## src/hw/rtl/fcp_pkg.sv

```systemverilog
// shared types and constants for the framed command parser
`timescale 1ns / 1ps

package fcp_pkg;

  localparam int unsigned FRAME_LENGTH = 7;
  localparam int unsigned CNT_W        = $clog2(FRAME_LENGTH);
  localparam int unsigned REPLY_MAX    = 8;
  localparam int unsigned LEN_W        = $clog2(REPLY_MAX + 1);
  localparam int unsigned DUTY_W       = 13;
  localparam int unsigned STEP_W       = 6;

  localparam logic [7:0] HEAD_A        = 8'hFE;
  localparam logic [7:0] HEAD_B        = 8'hAB;
  localparam logic [7:0] REPLY_A       = 8'hD5;
  localparam logic [7:0] REPLY_B       = 8'h33;
  localparam logic [7:0] TEMP_LEN_BYTE = 8'h08;
  localparam logic [7:0] TYPE_CTRL     = 8'h01;
  localparam logic [7:0] TYPE_TEMP     = 8'h02;
  localparam logic [7:0] ACT_REPORT    = 8'h01;
  localparam logic [7:0] STATUS_OK     = 8'h00;
  localparam logic [7:0] STATUS_BADSUM = 8'h01;

  localparam logic [7:0] ACT_STOP  = 8'd0;
  localparam logic [7:0] ACT_FWD   = 8'd1;
  localparam logic [7:0] ACT_LEFT  = 8'd2;
  localparam logic [7:0] ACT_RIGHT = 8'd3;
  localparam logic [7:0] ACT_BACK  = 8'd4;
  localparam logic [7:0] ACT_SPEED = 8'd5;

  localparam logic [7:0] DIR_RESET = 8'h77;
  localparam logic [7:0] DIR_FWD   = 8'h55;
  localparam logic [7:0] DIR_LEFT  = 8'h66;
  localparam logic [7:0] DIR_RIGHT = 8'h99;
  localparam logic [7:0] DIR_BACK  = 8'hAA;

  localparam logic [7:0]        SPEED_TOP       = 8'd100;
  localparam logic [DUTY_W-1:0] DUTY_TOP        = 13'h1000;
  localparam logic [DUTY_W-1:0] DUTY_MIN_RESET  = 13'd2048;
  localparam logic [STEP_W-1:0] DUTY_STEP_RESET = 6'd20;
  localparam logic [DUTY_W-1:0] DUTY_INIT_RESET = 13'd4096;

  typedef enum logic [1:0] {
    CFG_DUTY_MIN  = 2'd0,
    CFG_DUTY_STEP = 2'd1,
    CFG_DUTY_INIT = 2'd2
  } cfg_idx_t;

  typedef struct packed {
    logic        kind;
    logic [7:0]  rx_byte;
    logic [15:0] temperature;
  } item_t;

  typedef struct packed {
    logic              standby;
    logic [7:0]        direction;
    logic [DUTY_W-1:0] duty;
  } motor_t;

  // bytes[0] goes out first
  typedef struct packed {
    logic [REPLY_MAX-1:0][7:0] bytes;
    logic [LEN_W-1:0]          len;
    motor_t                    motor;
  } reply_t;

endpackage

```

## src/hw/rtl/framed_command_parser_with_reply_unit.sv

```systemverilog
// top level: input register, duty registers, parser and reply sender
//
//  channel | signals                                       | direction
//  in      | in_valid in_ready in_kind in_rx_byte in_temp.. | into block
//  out     | out_valid out_ready out_reply_byte .. duty     | out of block
//  cfg     | cfg_valid cfg_ready cfg_index cfg_data         | into block
//
// an input beat is registered, then decoded; a reply frame of 7 or 8 bytes then
// leaves one byte per cycle from the reply shift register while out_ready is high.
// the input register holds each item while an earlier reply frame is being sent
// and passes it in the cycle the last byte of that frame leaves, so items follow
// at one per cycle while no reply is in progress.
// reset clears the frame hunt, loads both duties with 4096 and pins with 0x77.
// duty_initial is accepted on the cfg port but not stored; the duty after reset is 4096.
`timescale 1ns / 1ps

module framed_command_parser_with_reply_unit (
  input  logic                        clk,
  input  logic                        rst_n,
  input  logic                        in_valid,
  output logic                        in_ready,
  input  logic                        in_kind,
  input  logic [7:0]                  in_rx_byte,
  input  logic [15:0]                 in_temperature,
  output logic                        out_valid,
  input  logic                        out_ready,
  output logic [7:0]                  out_reply_byte,
  output logic                        out_reply_last,
  output logic                        out_motor_standby,
  output logic [7:0]                  out_motor_direction,
  output logic [fcp_pkg::DUTY_W-1:0]  out_motor_duty,
  input  logic                        cfg_valid,
  output logic                        cfg_ready,
  input  logic [1:0]                  cfg_index,
  input  logic [fcp_pkg::DUTY_W-1:0]  cfg_data
);

  fcp_pkg::item_t             item_r;
  logic                       item_vld_r;
  logic [fcp_pkg::DUTY_W-1:0] duty_min_r;
  logic [fcp_pkg::STEP_W-1:0] duty_step_r;
  logic                       tx_free, go, reply_en;
  fcp_pkg::reply_t            reply;

  assign go        = item_vld_r && tx_free;
  assign in_ready  = !item_vld_r || go;
  assign cfg_ready = 1'b1;

  always_ff @(posedge clk) begin
    if (!rst_n) begin
      item_vld_r <= 1'b0;
    end else if (in_ready) begin
      item_vld_r <= in_valid;
    end
  end

  always_ff @(posedge clk) begin
    if (in_valid && in_ready) begin
      item_r.kind        <= in_kind;
      item_r.rx_byte     <= in_rx_byte;
      item_r.temperature <= in_temperature;
    end
  end

  always_ff @(posedge clk) begin
    if (!rst_n) begin
      duty_min_r  <= fcp_pkg::DUTY_MIN_RESET;
      duty_step_r <= fcp_pkg::DUTY_STEP_RESET;
    end else if (cfg_valid) begin
      case (cfg_index)
        fcp_pkg::CFG_DUTY_MIN:  duty_min_r  <= cfg_data;
        fcp_pkg::CFG_DUTY_STEP: duty_step_r <= cfg_data[fcp_pkg::STEP_W-1:0];
        default: begin
        end
      endcase
    end
  end

  fcp_parser u_parser (
    .clk       (clk),
    .rst_n     (rst_n),
    .go        (go),
    .item      (item_r),
    .duty_min  (duty_min_r),
    .duty_step (duty_step_r),
    .reply_en  (reply_en),
    .reply     (reply)
  );

  fcp_reply_tx u_reply_tx (
    .clk                 (clk),
    .rst_n               (rst_n),
    .load                (reply_en),
    .reply               (reply),
    .free                (tx_free),
    .out_valid           (out_valid),
    .out_ready           (out_ready),
    .out_reply_byte      (out_reply_byte),
    .out_reply_last      (out_reply_last),
    .out_motor_standby   (out_motor_standby),
    .out_motor_direction (out_motor_direction),
    .out_motor_duty      (out_motor_duty)
  );

endmodule

```

## src/hw/rtl/fcp_parser.sv

```systemverilog
// frame hunt, command decode, motor state and reply frame build
`timescale 1ns / 1ps

module fcp_parser (
  input  logic                         clk,
  input  logic                         rst_n,
  input  logic                         go,
  input  fcp_pkg::item_t               item,
  input  logic [fcp_pkg::DUTY_W-1:0]   duty_min,
  input  logic [fcp_pkg::STEP_W-1:0]   duty_step,
  output logic                         reply_en,
  output fcp_pkg::reply_t              reply
);

  logic [fcp_pkg::CNT_W-1:0]  cnt_r, cnt_nxt;
  logic [7:0]                 sum_r, sum_nxt;
  logic [7:0]                 type_r, type_nxt;
  logic [7:0]                 act_r, act_nxt;
  logic [7:0]                 data_r, data_nxt;
  logic [fcp_pkg::DUTY_W-1:0] speed_r, speed_nxt;
  logic [fcp_pkg::DUTY_W-1:0] applied_r, applied_nxt;
  logic [7:0]                 dir_r, dir_nxt;
  logic                       standby_r, standby_nxt;

  logic        send_ctrl, send_temp;
  logic [7:0]  status, rep_act, b;
  logic [14:0] prod, dsum;
  logic [7:0]  ctrl_sum, temp_sum;

  function automatic logic [13:0] item_mul(input logic [fcp_pkg::STEP_W-1:0] s,
                                           input logic [7:0] d);
    item_mul = 14'(s) * 14'(d);
  endfunction

  assign b    = item.rx_byte;
  assign prod = 15'(item_mul(duty_step, data_r));
  assign dsum = {2'b00, duty_min} + prod;

  always_comb begin
    cnt_nxt     = cnt_r;
    sum_nxt     = sum_r;
    type_nxt    = type_r;
    act_nxt     = act_r;
    data_nxt    = data_r;
    speed_nxt   = speed_r;
    applied_nxt = applied_r;
    dir_nxt     = dir_r;
    standby_nxt = standby_r;
    send_ctrl   = 1'b0;
    send_temp   = 1'b0;
    status      = fcp_pkg::STATUS_OK;
    rep_act     = act_r;

    if (item.kind) begin
      send_temp = 1'b1;
      rep_act   = fcp_pkg::ACT_REPORT;
    end else if (cnt_r == 3'd0) begin
      if (b == fcp_pkg::HEAD_A) begin
        sum_nxt = b;
        cnt_nxt = 3'd1;
      end
    end else if (cnt_r == 3'd1) begin
      if (b == fcp_pkg::HEAD_B) begin
        sum_nxt = sum_r + b;
        cnt_nxt = 3'd2;
      end else if (b == fcp_pkg::HEAD_A) begin
        sum_nxt = b;
        cnt_nxt = 3'd1;
      end else begin
        cnt_nxt = 3'd0;
      end
    end else if (cnt_r == 3'd2) begin
      if (b == 8'(fcp_pkg::FRAME_LENGTH)) begin
        sum_nxt = sum_r + b;
        cnt_nxt = 3'd3;
      end else begin
        cnt_nxt = 3'd0;
      end
    end else if (cnt_r < fcp_pkg::CNT_W'(fcp_pkg::FRAME_LENGTH - 1)) begin
      // body bytes: type, action, data
      sum_nxt = sum_r + b;
      cnt_nxt = cnt_r + 3'd1;
      if (cnt_r == 3'd3) type_nxt = b;
      if (cnt_r == 3'd4) act_nxt = b;
      if (cnt_r == 3'd5) data_nxt = b;
    end else if (cnt_r == fcp_pkg::CNT_W'(fcp_pkg::FRAME_LENGTH - 1)) begin
      // checksum byte closes the frame
      cnt_nxt = 3'd0;
      if (sum_r != b) begin
        if (type_r == fcp_pkg::TYPE_CTRL) begin
          send_ctrl = 1'b1;
          status    = fcp_pkg::STATUS_BADSUM;
        end
        if (type_r == fcp_pkg::TYPE_TEMP) send_temp = 1'b1;
      end else if (type_r == fcp_pkg::TYPE_TEMP) begin
        send_temp = 1'b1;
      end else if (type_r == fcp_pkg::TYPE_CTRL) begin
        case (act_r)
          fcp_pkg::ACT_STOP: begin
            standby_nxt = 1'b0;
            send_ctrl   = 1'b1;
          end
          fcp_pkg::ACT_FWD, fcp_pkg::ACT_LEFT, fcp_pkg::ACT_RIGHT,
          fcp_pkg::ACT_BACK: begin
            case (act_r)
              fcp_pkg::ACT_FWD:   dir_nxt = fcp_pkg::DIR_FWD;
              fcp_pkg::ACT_LEFT:  dir_nxt = fcp_pkg::DIR_LEFT;
              fcp_pkg::ACT_RIGHT: dir_nxt = fcp_pkg::DIR_RIGHT;
              default:            dir_nxt = fcp_pkg::DIR_BACK;
            endcase
            applied_nxt = speed_r;
            standby_nxt = 1'b1;
            send_ctrl   = 1'b1;
          end
          fcp_pkg::ACT_SPEED: begin
            if (data_r != 8'd0 && data_r <= fcp_pkg::SPEED_TOP) begin
              speed_nxt = (dsum > {2'b00, fcp_pkg::DUTY_TOP}) ? fcp_pkg::DUTY_TOP
                                                              : dsum[12:0];
              send_ctrl = 1'b1;
            end
          end
          default: begin
          end
        endcase
      end
    end else begin
      cnt_nxt = 3'd0;
    end
  end

  assign ctrl_sum = fcp_pkg::REPLY_A + fcp_pkg::REPLY_B + 8'(fcp_pkg::FRAME_LENGTH)
                  + fcp_pkg::TYPE_CTRL + act_r + status;
  assign temp_sum = fcp_pkg::REPLY_A + fcp_pkg::REPLY_B + fcp_pkg::TEMP_LEN_BYTE
                  + fcp_pkg::TYPE_TEMP + rep_act + item.temperature[15:8]
                  + item.temperature[7:0];

  always_comb begin
    reply_en = go && (send_ctrl || send_temp);
    reply.motor.standby   = standby_nxt;
    reply.motor.direction = dir_nxt;
    reply.motor.duty      = applied_nxt;
    reply.bytes[0] = fcp_pkg::REPLY_A;
    reply.bytes[1] = fcp_pkg::REPLY_B;
    if (send_temp) begin
      reply.len      = fcp_pkg::LEN_W'(8);
      reply.bytes[2] = fcp_pkg::TEMP_LEN_BYTE;
      reply.bytes[3] = fcp_pkg::TYPE_TEMP;
      reply.bytes[4] = rep_act;
      reply.bytes[5] = item.temperature[15:8];
      reply.bytes[6] = item.temperature[7:0];
      reply.bytes[7] = temp_sum;
    end else begin
      reply.len      = fcp_pkg::LEN_W'(fcp_pkg::FRAME_LENGTH);
      reply.bytes[2] = 8'(fcp_pkg::FRAME_LENGTH);
      reply.bytes[3] = fcp_pkg::TYPE_CTRL;
      reply.bytes[4] = act_r;
      reply.bytes[5] = status;
      reply.bytes[6] = ctrl_sum;
      reply.bytes[7] = 8'h00;
    end
  end

  always_ff @(posedge clk) begin
    if (!rst_n) begin
      cnt_r     <= '0;
      sum_r     <= '0;
      speed_r   <= fcp_pkg::DUTY_INIT_RESET;
      applied_r <= fcp_pkg::DUTY_INIT_RESET;
      dir_r     <= fcp_pkg::DIR_RESET;
      standby_r <= 1'b0;
    end else if (go) begin
      cnt_r     <= cnt_nxt;
      sum_r     <= sum_nxt;
      speed_r   <= speed_nxt;
      applied_r <= applied_nxt;
      dir_r     <= dir_nxt;
      standby_r <= standby_nxt;
    end
  end

  // frame body bytes, only read after the current frame wrote them
  always_ff @(posedge clk) begin
    if (go) begin
      type_r <= type_nxt;
      act_r  <= act_nxt;
      data_r <= data_nxt;
    end
  end

endmodule

```

## src/hw/rtl/fcp_reply_tx.sv

```systemverilog
// reply frame shift register, one byte per output beat
`timescale 1ns / 1ps

module fcp_reply_tx (
  input  logic                        clk,
  input  logic                        rst_n,
  input  logic                        load,
  input  fcp_pkg::reply_t             reply,
  output logic                        free,
  output logic                        out_valid,
  input  logic                        out_ready,
  output logic [7:0]                  out_reply_byte,
  output logic                        out_reply_last,
  output logic                        out_motor_standby,
  output logic [7:0]                  out_motor_direction,
  output logic [fcp_pkg::DUTY_W-1:0]  out_motor_duty
);

  logic [fcp_pkg::REPLY_MAX-1:0][7:0] shift_r;
  logic [fcp_pkg::LEN_W-1:0]          left_r;
  fcp_pkg::motor_t                    motor_r;
  logic                               beat;

  assign beat      = out_valid && out_ready;
  assign out_valid = (left_r != '0);
  // room for a new frame once the last byte leaves
  assign free      = (left_r == '0) || (left_r == fcp_pkg::LEN_W'(1) && out_ready);

  assign out_reply_byte      = shift_r[0];
  assign out_reply_last      = (left_r == fcp_pkg::LEN_W'(1));
  assign out_motor_standby   = motor_r.standby;
  assign out_motor_direction = motor_r.direction;
  assign out_motor_duty      = motor_r.duty;

  always_ff @(posedge clk) begin
    if (!rst_n) begin
      left_r <= '0;
    end else if (load) begin
      left_r <= reply.len;
    end else if (beat) begin
      left_r <= left_r - fcp_pkg::LEN_W'(1);
    end
  end

  always_ff @(posedge clk) begin
    if (load) begin
      shift_r <= reply.bytes;
      motor_r <= reply.motor;
    end else if (beat) begin
      shift_r <= {8'h00, shift_r[fcp_pkg::REPLY_MAX-1:1]};
    end
  end

endmodule

```

## config.mk

```make
export PLATFORM = sky130hd
export DESIGN_NAME = framed_command_parser_with_reply_unit
export DESIGN_NICKNAME = d
export VERILOG_FILES = /design/src/hw/rtl/fcp_pkg.sv /design/src/hw/rtl/framed_command_parser_with_reply_unit.sv /design/src/hw/rtl/fcp_parser.sv /design/src/hw/rtl/fcp_reply_tx.sv
export SDC_FILE = /design/constraint.sdc
export NUM_CORES = 1
export LEC_CHECK = 0
export BUFFER_PORTS_ARGS = -buffer_cell sky130_fd_sc_hd__clkbuf_2
export CAP_MARGIN = 10
export CORE_MARGIN = 1
export CORE_UTILIZATION = 55
export DETAILED_ROUTE_END_ITERATION = 10
export PLACE_DENSITY = 0.76
export SLEW_MARGIN = 20
export SYNTH_ARGS = -nofsm -noshare
export SYNTH_HDL_FRONTEND = slang
export SYNTH_HIERARCHICAL = 1
export SYNTH_SLANG_ARGS = --single-unit
```

## constraint.sdc

```tcl
create_clock -name clk -period 4.9 [get_ports clk]
set_clock_uncertainty 0.2 [all_clocks]
set_input_delay 0.735 -clock clk [delete_from_list [all_inputs] [get_ports clk]]
set_output_delay 0.735 -clock clk [all_outputs]
set_load 0.01 [all_outputs]
```

==> impl_metrics.yaml <==
clock_network:
  numCtsBuffers: 22
  cts_tree: "built"
  cts_sinks: 205
  insertion_delay_ps: 500
  cts_buffer_depth: 3
  cts_root_buf: "clkbuf_16"
  htreeDepth: 1
  cts.clk_slew.worst_paths_ps: 60
floorplan:
  die_w_um: 147
  io_pins: 79
  num_rows: 52
  dieArea_um2: 21700
  core_area_um2: 20400
  die_height_um: 147
  initial_core_util_pct: 56.8
global_route:
  grt_overflow_total: 0
  grt_max_degree: 44
  antenna_found_initial: 0
  track_usage_pct: 20.2
  grt_pass1_wl_um: 35400
  first_global_vias: 7215
timing:
  min_period_ps: 5240
  slew_headroom_pct: 42.3
  setup_slack_ps: -340
  setup_viol: 13
  rsz0062_at_grt: "yes"
  worst_pin_slew_ps: 865
  whs_ps: 204
  finalHoldViolCount: 0
  drv_slew: 0
  min_period_over_period_pct: 107
  max_freq_mhz: 191
cells_and_area:
  area_growth_syn_to_layout_pct: 13.7
  stdcell_area_um2: 13200
  final_nets: 1262
  final_common_cell: "edfxtp_1"
  instances_no_fill: 1400
  n_antenna_cell: 0
  final_cell_mix: "135 x edfxtp_1, 96 x inv_1, 77 x clkbuf_2"
  layout-drive-gt1-share_pct: 25.2
power_and_ir_drop:
  seq_power_share_pct: 45.5
  power.switching_mw: 1.51
  p_leak_nw: 5.55
  p_int_mw: 3.89
  power_mw: 5.40
  powerDensity_nw_per_um2: 409
  switching_share_pct: 28.0
  ir_drop_mv: 0.340
  power_frac_clock_pct: 29.1
  pwr-share-comb_pct: 25.4
yosys:
  syn_area_um2: 11600
  synth_enable_flop_cells: 135
  synth_warnings: 6
  ys_types: 64
  ys_seq_area_share_pct: 47.0
  synth_cells: 1008
  synth-seq-cells: 205
  syn-mean-instance-area_um2: 11.5
  synth_top_flop_cell: "edfxtp_1"
  async_flop_share_pct: 0
routing:
  routed_via_density: 5.23
  num_vias: 7320
  wl_um: 21200
  drt_iter0_drc: 392
  drc_errors: 0
  wire_per_inst_um: 15.2
  drtPass1Iterations: 5
  drt.antenna.violating_nets: 0
status:
  violations: "setup timing"
  outcome: "finished with violations"
placement:
  place_hpwl_um: 15000
  dp_slack_ps: -487
  dp.cells: 1348
  port_buffers: 77
  gp_congestion: 0.854
  place_area_um2: 12300
critical_path:
  arrival_ps: 5470
  cp_max_fo: 9
  cp.required_ps: 5130
  path_class: "reg -> reg"
  endpoint_kind: "flop"
  worstSetupStartpointType: "flop"
min_path:
  hold_path_class: "in -> reg"
flow_run:
  cap_violations: 0
[cell families (layout without fill, tap and decap cells)]
logic type	after synthesis	in the layout	share of synthesized area [%]
muxes	105	105	9.82
adders and majority gates	102	102	13.8
AOI/OAI and AO/OA	125	125	7.24
and+or+nand+nor	263	263	12.1
buffers and inverters	172	270	7.36
other	3	27	0.0970
DFF	205	205	47.0
xor gates and xnor gates	33	33	2.49
[sequential cells by signal, indices dropped and copies added (netlist names), 13 cells and up]
register and cells:
u_reply_tx/out_motor_duty 13, u_parser/speed_r 13, u_parser/applied_r 13, duty_min_r 13, item_r 25, u_reply_tx/shift_r 56
[power groups by stage]
stage               clock, mW  combinational (mW)  sequential [mW]
finish                   1.57                1.37             2.46
global route             1.69                1.53             2.49
CTS                      1.61                1.36             2.46
detailed placement          0                1.34             2.50
global placement            0                1.31             2.48
floorplan                   0                1.06             2.48
[through the flow]
step	TNS (ps)	utilization [%]
4_1_cts	-3860	64.4
2_1_floorplan	-1860	-
5_1_grt	-6490	64.6
6_report	-4190	64.6
3_3_place_gp	-3490	60.3
3_5_place_dp	-5140	60.3
[synth_stat cells, drive strengths merged, types with 6 or more instances]
| library cell | count | area share [%] |
|---|---|---|
| nor3 | 11 | 0.47 |
| nand3 | 12 | 0.56 |
| dfxtp | 70 | 12 |
| ha | 58 | 6.3 |
| nor2b | 32 | 1.7 |
| nor2 | 42 | 1.4 |
| o21ai | 38 | 2.0 |
| mux2 | 71 | 6.9 |
| a31oi | 6 | 0.32 |
| xor2 | 16 | 1.2 |
| a21oi | 30 | 1.3 |
| edfxtp | 135 | 35 |
| inv | 98 | 3.2 |
| clkbuf | 14 | 0.45 |
| nand2 | 76 | 2.5 |
| a21o | 10 | 0.65 |
| fa | 44 | 7.6 |
| mux2i | 34 | 2.9 |
| o21a | 7 | 0.45 |
| and2 | 51 | 2.7 |
| buf | 60 | 3.7 |
| xnor2 | 17 | 1.3 |
[final cells by class]
type	count	area (µm²)
tap	270	338
clock inverter	8	47.5
sequential	205	5460
inverter	98	368
clock buffer	31	654
multi-input combinational	655	5520
timing repair buffer	133	818
fill	1568	7230
[layer usage]
| layer | routed length [µm] | global-route usage [%] | part of all wire (%) | vias to the layer above |
|---|---|---|---|---|
| met5 | 0 | 0 | 0 | - |
| met4 | 301 | 4.85 | 1.4 | 0 |
| met3 | 1070 | 2.80 | 5.1 | 28 |
| met2 | 9570 | 31.9 | 45 | 190 |
| met1 | 10300 | 29.4 | 48 | 3482 |
| li1 | - | - | - | 3620 |
[worst max-delay path: stages, from the launching register on]
cell and delay, ps:
edfxtp_1 450, and2_4 180, fa_1 520, inv_1 50, fa_1 490, inv_2 40, fa_1 470, inv_1 50
fa_1 500, inv_2 50, ha_4 210, a21o_1 170, a211o_1 330, a2111oi_4 310, o21bai_1 150, xor2_1 180
or4_4 530, buf_12 170, o21ai_2 110
[what timing repair did]
action | in CTS | in global routing
gates resized for setup | 8 | 8
endpoints found under the setup margin | 13 | 13
hold buffers | 0 | 0
setup buffers | 11 | 2
pin swaps | 9 | 4
[worst paths after layout]
check	endpoint	start	slack, ps	cells after the start
worst max-delay path	u_parser/speed_r[4]	u_parser/data_r[5]	-340	18
worst min register to register	u_parser/speed_r[10]	u_parser/speed_r[10]	240	2
worst max register to register	u_parser/speed_r[4]	u_parser/data_r[5]	-340	18
worst min-delay path	item_r[22]	in_rx_byte[6]	200	1
No activity file was read; power rests on OpenSTA's default activity.
